## config.mk

```make
export PLATFORM = sky130hd
export DESIGN_NAME = md5_stream_hasher
export DESIGN_NICKNAME = d
export VERILOG_FILES = /design/src/design/md5sh_pkg.sv /design/src/design/md5sh_ram.sv /design/src/design/md5sh_round.sv /design/src/design/md5_stream_hasher.sv
export VERILOG_INCLUDE_DIRS = /design/src /design/src/design
export SDC_FILE = /design/constraint.sdc
export NUM_CORES = 2
export LEC_CHECK = 0
export CAP_MARGIN = 20
export CORE_ASPECT_RATIO = 0.75
export CORE_MARGIN = 2
export CORE_UTILIZATION = 55
export CTS_BUF_LIST = sky130_fd_sc_hd__clkbuf_8 sky130_fd_sc_hd__clkbuf_16
export CTS_CLUSTER_SIZE = 25
export DETAILED_ROUTE_END_ITERATION = 8
export DONT_BUFFER_PORTS = 1
export GPL_TIMING_DRIVEN = 1
export PLACE_DENSITY = 0.7
export SLEW_MARGIN = 20
export SYNTH_ARGS = -nofsm -noshare
export SYNTH_HDL_FRONTEND = slang
export SYNTH_SLANG_ARGS = --single-unit
```

## constraint.sdc

```tcl
create_clock -name clk -period 11.21 [get_ports clk]
set_clock_uncertainty 0.15 [all_clocks]
set_input_delay 2.242 -clock clk [delete_from_list [all_inputs] [get_ports clk]]
set_output_delay 2.242 -clock clk [all_outputs]
set_load 0.02 [all_outputs]
```

## src/design/md5_stream_hasher_assert.svh

```systemverilog
// ----------------------------------------------------------------------------
// md5_stream_hasher assertion macros
// Concurrent checks clocked on clk and disabled while arst_n is low.
// ----------------------------------------------------------------------------
`ifndef MD5_STREAM_HASHER_ASSERT_SVH
`define MD5_STREAM_HASHER_ASSERT_SVH

`ifndef NO_ASSERTIONS

// Same-cycle implication
`define MD5SH_ASSERT_IMPL(label, ante, cons) \
	label: assert property (@(posedge clk) disable iff (!arst_n) (ante) |-> (cons)) \
		else $error("md5_stream_hasher: same-cycle check failed");

// Next-cycle implication
`define MD5SH_ASSERT_NEXT(label, ante, cons) \
	label: assert property (@(posedge clk) disable iff (!arst_n) (ante) |=> (cons)) \
		else $error("md5_stream_hasher: next-cycle check failed");

`else

`define MD5SH_ASSERT_IMPL(label, ante, cons)
`define MD5SH_ASSERT_NEXT(label, ante, cons)

`endif

`endif

```

## src/design/md5sh_pkg.sv

```systemverilog
// ----------------------------------------------------------------------------
// md5sh_pkg
// Types, initial chaining values, round constants and round schedule
// helpers shared by the MD5 stream hasher.
// ----------------------------------------------------------------------------
`default_nettype none

package md5sh_pkg;

	// Four 32-bit chaining or working words
	typedef struct packed {
		logic [31:0] a;
		logic [31:0] b;
		logic [31:0] c;
		logic [31:0] d;
	} words_t;

	localparam logic [31:0] IV_A = 32'h67452301;
	localparam logic [31:0] IV_B = 32'hefcdab89;
	localparam logic [31:0] IV_C = 32'h98badcfe;
	localparam logic [31:0] IV_D = 32'h10325476;

	localparam logic [7:0] PAD_BYTE     = 8'h80;
	localparam logic [5:0] LEN_LIMIT    = 6'd56;
	localparam logic [3:0] LEN_WORD_LO  = 4'd14;
	localparam logic [3:0] LEN_WORD_HI  = 4'd15;
	localparam logic [3:0] LAST_WORD    = 4'd15;
	localparam logic [5:0] LAST_ROUND   = 6'd63;
	localparam logic [1:0] LAST_DIGEST  = 2'd3;

	// Round groups
	localparam logic [1:0] GRP_F = 2'd0;
	localparam logic [1:0] GRP_G = 2'd1;
	localparam logic [1:0] GRP_H = 2'd2;
	localparam logic [1:0] GRP_I = 2'd3;

	localparam logic [31:0] K_TABLE [64] = '{
		32'hd76aa478, 32'he8c7b756, 32'h242070db, 32'hc1bdceee,
		32'hf57c0faf, 32'h4787c62a, 32'ha8304613, 32'hfd469501,
		32'h698098d8, 32'h8b44f7af, 32'hffff5bb1, 32'h895cd7be,
		32'h6b901122, 32'hfd987193, 32'ha679438e, 32'h49b40821,
		32'hf61e2562, 32'hc040b340, 32'h265e5a51, 32'he9b6c7aa,
		32'hd62f105d, 32'h02441453, 32'hd8a1e681, 32'he7d3fbc8,
		32'h21e1cde6, 32'hc33707d6, 32'hf4d50d87, 32'h455a14ed,
		32'ha9e3e905, 32'hfcefa3f8, 32'h676f02d9, 32'h8d2a4c8a,
		32'hfffa3942, 32'h8771f681, 32'h6d9d6122, 32'hfde5380c,
		32'ha4beea44, 32'h4bdecfa9, 32'hf6bb4b60, 32'hbebfbc70,
		32'h289b7ec6, 32'heaa127fa, 32'hd4ef3085, 32'h04881d05,
		32'hd9d4d039, 32'he6db99e5, 32'h1fa27cf8, 32'hc4ac5665,
		32'hf4292244, 32'h432aff97, 32'hab9423a7, 32'hfc93a039,
		32'h655b59c3, 32'h8f0ccc92, 32'hffeff47d, 32'h85845dd1,
		32'h6fa87e4f, 32'hfe2ce6e0, 32'ha3014314, 32'h4e0811a1,
		32'hf7537e82, 32'hbd3af235, 32'h2ad7d2bb, 32'heb86d391
	};

	// Left-rotate amount of a round: four per group
	function automatic logic [4:0] rot_amount(input logic [5:0] rnd);
		unique case ({rnd[5:4], rnd[1:0]})
			4'd0:  return 5'd7;
			4'd1:  return 5'd12;
			4'd2:  return 5'd17;
			4'd3:  return 5'd22;
			4'd4:  return 5'd5;
			4'd5:  return 5'd9;
			4'd6:  return 5'd14;
			4'd7:  return 5'd20;
			4'd8:  return 5'd4;
			4'd9:  return 5'd11;
			4'd10: return 5'd16;
			4'd11: return 5'd23;
			4'd12: return 5'd6;
			4'd13: return 5'd10;
			4'd14: return 5'd15;
			default: return 5'd21;
		endcase
	endfunction

	// Message word used by a round
	function automatic logic [3:0] msg_index(input logic [5:0] rnd);
		logic [3:0] lo;
		lo = rnd[3:0];
		unique case (rnd[5:4])
			GRP_F: return lo;
			GRP_G: return 4'(lo * 4'd5 + 4'd1);
			GRP_H: return 4'(lo * 4'd3 + 4'd5);
			default: return 4'(lo * 4'd7);
		endcase
	endfunction

endpackage

`default_nettype wire

```

## src/design/md5sh_ram.sv

```systemverilog
// ----------------------------------------------------------------------------
// md5sh_ram
// Generic single-write, single-read RAM with registered read data.
// ----------------------------------------------------------------------------
`default_nettype none

module md5sh_ram #(
	parameter int WIDTH = 32,
	parameter int DEPTH = 16
) (
	input  wire logic                     clk,
	input  wire logic                     wr_en,
	input  wire logic [$clog2(DEPTH)-1:0] wr_addr,
	input  wire logic [WIDTH-1:0]         wr_data,
	input  wire logic [$clog2(DEPTH)-1:0] rd_addr,
	output logic      [WIDTH-1:0]         rd_data
);

	logic [WIDTH-1:0] mem_q [DEPTH];

	// Write and registered read
	always_ff @(posedge clk) begin
		if (wr_en) begin
			mem_q[wr_addr] <= wr_data;
		end
		rd_data <= mem_q[rd_addr];
	end

endmodule

`default_nettype wire

```

## src/design/md5sh_round.sv

```systemverilog
// ----------------------------------------------------------------------------
// md5sh_round
// One MD5 round step: round function, four-way add, rotate and add of b.
// ----------------------------------------------------------------------------
`default_nettype none

module md5sh_round (
	input  wire md5sh_pkg::words_t cur,
	input  wire logic [31:0]       msg_word,
	input  wire logic [5:0]        rnd,
	output logic      [31:0]       new_b
);

	import md5sh_pkg::*;

	logic [31:0] f;
	logic [31:0] t;
	logic [4:0]  s;
	logic [63:0] rot;

	// Select the round function of the group
	always_comb begin
		unique case (rnd[5:4])
			GRP_F: f = cur.d ^ (cur.b & (cur.c ^ cur.d));
			GRP_G: f = cur.c ^ (cur.d & (cur.b ^ cur.c));
			GRP_H: f = cur.b ^ cur.c ^ cur.d;
			GRP_I: f = cur.c ^ (cur.b | ~cur.d);
		endcase
	end

	// Add, rotate left, add b
	always_comb begin
		t     = cur.a + f + msg_word + K_TABLE[rnd];
		s     = rot_amount(rnd);
		rot   = {t, t} << s;
		new_b = cur.b + rot[63:32];
	end

endmodule

`default_nettype wire

```

## src/design/md5_stream_hasher.sv

```systemverilog
// ----------------------------------------------------------------------------
// md5_stream_hasher: byte-serial MD5; byte items are taken while idle, and the
// 64th byte of a block starts its compression (load, 64 rounds on one round unit, sum).
// End item: each final block (two at most) is padded and compressed, then
// four digest items, one per cycle when not stalled. Reset: IV, count 0.
// ----------------------------------------------------------------------------
`default_nettype none

`include "md5_stream_hasher_assert.svh"

module md5_stream_hasher (
	input  wire logic        clk,
	input  wire logic        arst_n,
	input  wire logic        in_valid,
	output logic             in_stall,
	input  wire logic [7:0]  data_byte,
	input  wire logic        byte_present,
	input  wire logic        end_of_message,
	output logic             out_valid,
	input  wire logic        out_stall,
	output logic      [31:0] digest_word,
	output logic      [1:0]  word_index,
	output logic             last_word
);

	import md5sh_pkg::*;

	typedef enum logic [2:0] {
		ST_IDLE,
		ST_PAD,
		ST_LOAD,
		ST_ROUND,
		ST_FINISH,
		ST_OUT
	} state_t;

	state_t      state_q;
	words_t      chain_q;
	words_t      work_q;
	words_t      chain_sum;
	logic [60:0] count_q;
	logic [60:0] count_nx;
	logic [60:0] count_after;
	logic [63:0] bit_len;
	logic [5:0]  rnd_q;
	logic [3:0]  pad_idx_q;
	logic        final_q;
	logic        pad1_done_q;
	logic        second_q;
	logic [1:0]  out_idx_q;
	logic [1:0]  out_idx_nx;
	logic        out_valid_q;
	logic [31:0] digest_q;
	logic        last_q;
	logic [31:0] asm_q;

	logic        accept_in;
	logic        take_byte;
	logic        block_full;
	logic        len_here;
	logic [31:0] pad_word;
	logic [31:0] new_b;

	logic        wr_en;
	logic [3:0]  wr_addr;
	logic [31:0] wr_data;
	logic [3:0]  rd_addr;
	logic [31:0] rd_data;

	assign in_stall    = (state_q != ST_IDLE);
	assign accept_in   = in_valid && !in_stall;
	assign take_byte   = accept_in && byte_present;
	assign count_nx    = count_q + 61'd1;
	assign count_after = byte_present ? count_nx : count_q;
	assign block_full  = take_byte && (count_q[5:0] == 6'd63);
	assign bit_len     = {count_q, 3'b000};
	assign len_here    = second_q || (count_q[5:0] < LEN_LIMIT);
	assign out_idx_nx  = out_idx_q + 2'd1;

	assign out_valid   = out_valid_q;
	assign digest_word = digest_q;
	assign word_index  = out_idx_q;
	assign last_word   = last_q;

	// Build the pad word: partial bytes plus 0x80, zero fill or bit length
	always_comb begin
		pad_word = '0;
		if (!second_q && (pad_idx_q == count_q[5:2])) begin
			for (int lane = 0; lane < 4; lane++) begin
				if (2'(lane) < count_q[1:0]) begin
					pad_word[8*lane +: 8] = asm_q[8*lane +: 8];
				end else if (2'(lane) == count_q[1:0]) begin
					pad_word[8*lane +: 8] = PAD_BYTE;
				end
			end
		end else if (len_here && (pad_idx_q == LEN_WORD_LO)) begin
			pad_word = bit_len[31:0];
		end else if (len_here && (pad_idx_q == LEN_WORD_HI)) begin
			pad_word = bit_len[63:32];
		end
	end

	// Steer the block store write port
	always_comb begin
		wr_en   = 1'b0;
		wr_addr = count_q[5:2];
		wr_data = {data_byte, asm_q[23:0]};
		if (state_q == ST_PAD) begin
			wr_en   = 1'b1;
			wr_addr = pad_idx_q;
			wr_data = pad_word;
		end else if (take_byte && (count_q[1:0] == 2'd3)) begin
			wr_en = 1'b1;
		end
	end

	// Fetch the message word in the cycle before its round
	assign rd_addr = (state_q == ST_LOAD) ? msg_index('0) : msg_index(rnd_q + 6'd1);

	md5sh_ram #(
		.WIDTH(32),
		.DEPTH(16)
	) u_block_ram (
		.clk    (clk),
		.wr_en  (wr_en),
		.wr_addr(wr_addr),
		.wr_data(wr_data),
		.rd_addr(rd_addr),
		.rd_data(rd_data)
	);

	md5sh_round u_round (
		.cur     (work_q),
		.msg_word(rd_data),
		.rnd     (rnd_q),
		.new_b   (new_b)
	);

	// Feed-forward add of the compressed block
	always_comb begin
		chain_sum.a = chain_q.a + work_q.a;
		chain_sum.b = chain_q.b + work_q.b;
		chain_sum.c = chain_q.c + work_q.c;
		chain_sum.d = chain_q.d + work_q.d;
	end

	// Collect bytes into the current word
	always_ff @(posedge clk) begin
		if (take_byte) begin
			asm_q[8*count_q[1:0] +: 8] <= data_byte;
		end
	end

	// Load and advance the working words
	always_ff @(posedge clk) begin
		if (state_q == ST_LOAD) begin
			work_q <= chain_q;
		end else if (state_q == ST_ROUND) begin
			work_q.a <= work_q.d;
			work_q.b <= new_b;
			work_q.c <= work_q.b;
			work_q.d <= work_q.c;
		end
	end

	// Sequencer, chaining state and result registers
	always_ff @(posedge clk or negedge arst_n) begin
		if (!arst_n) begin
			state_q     <= ST_IDLE;
			chain_q.a   <= IV_A;
			chain_q.b   <= IV_B;
			chain_q.c   <= IV_C;
			chain_q.d   <= IV_D;
			count_q     <= '0;
			rnd_q       <= '0;
			pad_idx_q   <= '0;
			final_q     <= 1'b0;
			pad1_done_q <= 1'b0;
			second_q    <= 1'b0;
			out_idx_q   <= '0;
			out_valid_q <= 1'b0;
			digest_q    <= '0;
			last_q      <= 1'b0;
		end else begin
			unique case (state_q)
				ST_IDLE: begin
					if (accept_in) begin
						count_q     <= count_after;
						final_q     <= end_of_message;
						pad1_done_q <= 1'b0;
						second_q    <= 1'b0;
						pad_idx_q   <= count_after[5:2];
						if (block_full) begin
							state_q <= ST_LOAD;
						end else if (end_of_message) begin
							state_q <= ST_PAD;
						end
					end
				end
				ST_PAD: begin
					pad_idx_q <= pad_idx_q + 4'd1;
					if (pad_idx_q == LAST_WORD) begin
						pad1_done_q <= 1'b1;
						state_q     <= ST_LOAD;
					end
				end
				ST_LOAD: begin
					rnd_q   <= '0;
					state_q <= ST_ROUND;
				end
				ST_ROUND: begin
					rnd_q <= rnd_q + 6'd1;
					if (rnd_q == LAST_ROUND) begin
						state_q <= ST_FINISH;
					end
				end
				ST_FINISH: begin
					chain_q <= chain_sum;
					if (!final_q) begin
						state_q <= ST_IDLE;
					end else if (!pad1_done_q) begin
						pad_idx_q <= count_q[5:2];
						state_q   <= ST_PAD;
					end else if (!second_q && (count_q[5:0] >= LEN_LIMIT)) begin
						second_q  <= 1'b1;
						pad_idx_q <= '0;
						state_q   <= ST_PAD;
					end else begin
						out_idx_q   <= '0;
						out_valid_q <= 1'b1;
						digest_q    <= chain_sum.a;
						last_q      <= 1'b0;
						state_q     <= ST_OUT;
					end
				end
				ST_OUT: begin
					if (!out_stall) begin
						if (out_idx_q == LAST_DIGEST) begin
							out_valid_q <= 1'b0;
							last_q      <= 1'b0;
							chain_q.a   <= IV_A;
							chain_q.b   <= IV_B;
							chain_q.c   <= IV_C;
							chain_q.d   <= IV_D;
							count_q     <= '0;
							final_q     <= 1'b0;
							state_q     <= ST_IDLE;
						end else begin
							out_idx_q <= out_idx_nx;
							last_q    <= (out_idx_nx == LAST_DIGEST);
							unique case (out_idx_nx)
								2'd1: digest_q <= chain_q.b;
								2'd2: digest_q <= chain_q.c;
								2'd3: digest_q <= chain_q.d;
								default: digest_q <= chain_q.a;
							endcase
						end
					end
				end
				default: begin
					state_q <= ST_IDLE;
				end
			endcase
		end
	end

	// Checks
	`MD5SH_ASSERT_IMPL(a_no_take_while_out, out_valid, in_stall)
	`MD5SH_ASSERT_NEXT(a_last_drains, out_valid && !out_stall && last_word, !out_valid && !in_stall)
	`MD5SH_ASSERT_NEXT(a_round_end, (state_q == ST_ROUND) && (rnd_q == LAST_ROUND), state_q == ST_FINISH)
	`MD5SH_ASSERT_NEXT(a_word_step, out_valid && !out_stall && !last_word, out_valid && (word_index == $past(word_index) + 2'd1))

endmodule

`default_nettype wire

```

==> flow_summary_export.csv <==
group,metric,value,unit
clocking,holdBufCountCts,0,
synth,synth_area_leader_cell,"edfxtp_1",
sta,whs,355.9,ps
global_routing,grt_use_total,0.3555,
floorplan,core_area,0.1015,sq mm
synth,synth.distinct_cells,93,
synth,synth_flop_cell,"edfxtp_1",
placed_design,dp_hpwl,127.4,mm
clocking,cts_resized,0,
floorplan,dieHeight,281.6,um
worst_setup_path,max_stage_delay,620,ps
global_routing,grt_pass1_vias,43662,
sta,setup_viol,0,
sta,drv_slew,0,
worst_setup_path,critical_path_class,"reg2reg",
synth,synth_top_area_frac,0.3529,
sta,fin_crit_sh,0.9220,
detailed_routing,first_pass_iters,7,
floorplan,die_w,374.1,um
synth,yosysMostFrequentCell,"nand2_1",
detailed_routing,drc,0,
detailed_routing,top_layer_used,"met5",
synth,post_synth_inst_count,5878,
worst_hold_path,min_path_type,"reg2reg",
detailed_routing,routed_wl,189.8,mm
worst_setup_path,crit_arrival,10580,ps
finish,design_area,0.06114,sq mm
finish,drive_gt1_frac,0.07920,
synth,synth_area_per_cell,9.613,sq um
sta,rsz0062_at_grt,"no",
synth,synth_common_cells,"nand2_1 (952), edfxtp_1 (664), nor2_1 (501)",
detailed_routing,ant_nets,0,
synth,synth_area,0.05651,sq mm
job,drv_cap,0,
global_routing,grt_max_degree,242,
clocking,cts_num_sinks,937,
finish,fin_util,0.6026,
synth,syn_nets,6185,
global_routing,grt.overflow.total,0,
detailed_routing,initialDrtViolationCount,7404,
detailed_routing,avgRoutedWirePerCell,26.55,um
placed_design,postPlaceCellArea,0.05795,sq mm
floorplan,start_util,0.5568,
status,status,"finished, final reports clean",
sta,maxSlewHeadroom,0.1698,
clocking,post_cts_buffers,0,
finish,ff_latch_area,0.02670,sq mm
clocking,clock_latency,730,ps
clocking,htreeDepth,3,
detailed_routing,wl_met2,73.02,mm
finish,multiInputGateArea,0.02796,sq mm
global_routing,grt_pass1_wl,282.1,mm
placed_design,place_congestion,1.060,
synth,ys_top_cells_by_area,"edfxtp_1 (35%), dfrtp_1 (7.8%), nand2_1 (6.3%)",
worst_setup_path,cp.required,11460,ps
worst_setup_path,slowest_stage,"a211oi_1",
clocking,cts.clk_slew.worst_paths,70,ps
floorplan,rows,101,
worst_setup_path,cpMostUsedCell,"a21oi_1",
sta,tightest_slew,1240,ps
worst_setup_path,path_max_fanout,27,
synth,ys_seq_area_frac,0.4723,
finish,fillers,8479,
finish,nNetsFinal,6037,
sta,finalHoldViolCount,0,
synth,synth-seq-cells,937,
floorplan,dieArea,0.1053,sq mm
clocking,cts.path.max_buffers,3,
clocking,numCtsBuffers,92,
global_routing,antenna_found_initial,8,
clocking,clock-root-buffer,"clkbuf_16",
worst_setup_path,crit_path_end_kind,"flop",
detailed_routing,wl_met1,82.99,mm
floorplan,pin_count,51,
synth,synth_enable_flop_cells,664,
sta,min_period,10340,ps
synth,async_flop_share,0.2572,
detailed_routing,drt-vias-per-instance,6.680,
clocking,cts_tree,"built",
worst_setup_path,startpoint_type,"flop",
sta,fmax,0.09676,GHz
worst_setup_path,crit_buf_inv,3,
finish,syn_to_final_growth,8.208,%
detailed_routing,wl_met3,28.82,mm
worst_setup_path,cpLargestDelayFamily,"compound AO/OA/AOI/OAI gates",
detailed_routing,via_count,47752,
synth,yosys_warnings,0,
worst_setup_path,reg2reg_slack,870,ps
placed_design,portBuffers,0,
sta,finalSetupTns,0,ps
==> sequential cells by signal, summed over array words and instances, names as in the netlist, 6 cells and up <==
register,count
asm_q,24
chain_q,128
count_q,61
digest_word,32
rnd_q,6
u_block_ram.mem_q,512
u_block_ram.rd_data,32
work_q,128
==> cells in the final DEF (no fill, tap or decap), types with 38 or more instances in the layout <==
cell,netlist,layout
inv_1,197,218
dfrtp_1,177,173
fa_1,68,68
nand2_1,952,948
mux2i_1,56,55
a21o_1,80,80
xnor2_1,147,146
o21ai_0,336,333
ha_1,225,225
edfxtp_1,664,664
a31oi_1,124,124
nor2_1,501,480
clkbuf_16,0,93
o31ai_1,38,38
o211ai_1,116,116
a311oi_1,45,45
nor3_1,81,80
buf_4,0,105
a211oi_1,168,168
xor2_1,97,97
a21oi_1,380,378
nand3_1,168,168
and2_1,144,142
dfstp_2,64,64
==> logic make-up after synthesis <==
group	share of synthesized area
buffers and inverters	0.03702
DFF	0.4723
and+or+nand+nor	0.1641
adders and majority gates	0.07391
AOI/OAI and AO/OA	0.1925
muxes	0.02228
xor gates and xnor gates	0.03782
==> worst paths after layout <==
kind                                         startpoint                 endpoint  cells after the start
worst max-delay path               rnd_q[0]$_DFFE_PN0P_     work_q[94]$_DFFE_PP_                     35
worst min-delay path            count_q[58]$_DFFE_PN0P_  count_q[58]$_DFFE_PN0P_                      1
worst max register to register     rnd_q[0]$_DFFE_PN0P_     work_q[94]$_DFFE_PP_                     35
worst min register to register  count_q[58]$_DFFE_PN0P_  count_q[58]$_DFFE_PN0P_                      1
max in group asynchronous                        arst_n   count_q[1]$_DFFE_PN0P_                      0
min in group asynchronous                        arst_n  chain_q[66]$_DFFE_PN0P_                      0
==> worst reg2reg max path: cells and delay by family, from the launching register on <==
family,cells,cell delay (ps)
AND/OR/NAND/NOR,3,860
XOR/XNOR,2,390
flip-flops,1,340
buffers and inverters,3,600
adder cells (fa/ha/maj),5,2390
AO/OA/AOI/OAI,19,4180
multiplexers,3,1100
==> layout make-up <==
| type | count | share of cell area |
|---|---|---|
| Antenna cell | 1 | 0.00004093 |
| Sequential cell | 937 | 0.4367 |
| Tap cell | 1339 | 0.02740 |
| Clock buffer | 101 | 0.03986 |
| Timing Repair Buffer | 109 | 0.01420 |
| Multi-Input combinational cell | 4387 | 0.4572 |
| Clock inverter | 71 | 0.01201 |
| Inverter | 203 | 0.01254 |
==> per-layer routing <==
metal | track usage | vias to the layer above
met5 | 0.003145 | -
met4 | 0.08803 | 10
met3 | 0.1153 | 335
met2 | 0.4672 | 2988
met1 | 0.5557 | 23235
li1 | - | 21184
==> per-stage QoR <==
stage               instances  worst slack, ps
finish                   7148            874.6
CTS                      7145             1299
floorplan                5878             1679
detailed placement       6973             1355
global placement         6973             1466
global route             7147            504.5
Power is not shown: default switching activity piles up to over one toggle a cycle in this logic, so the estimate is an artifact.
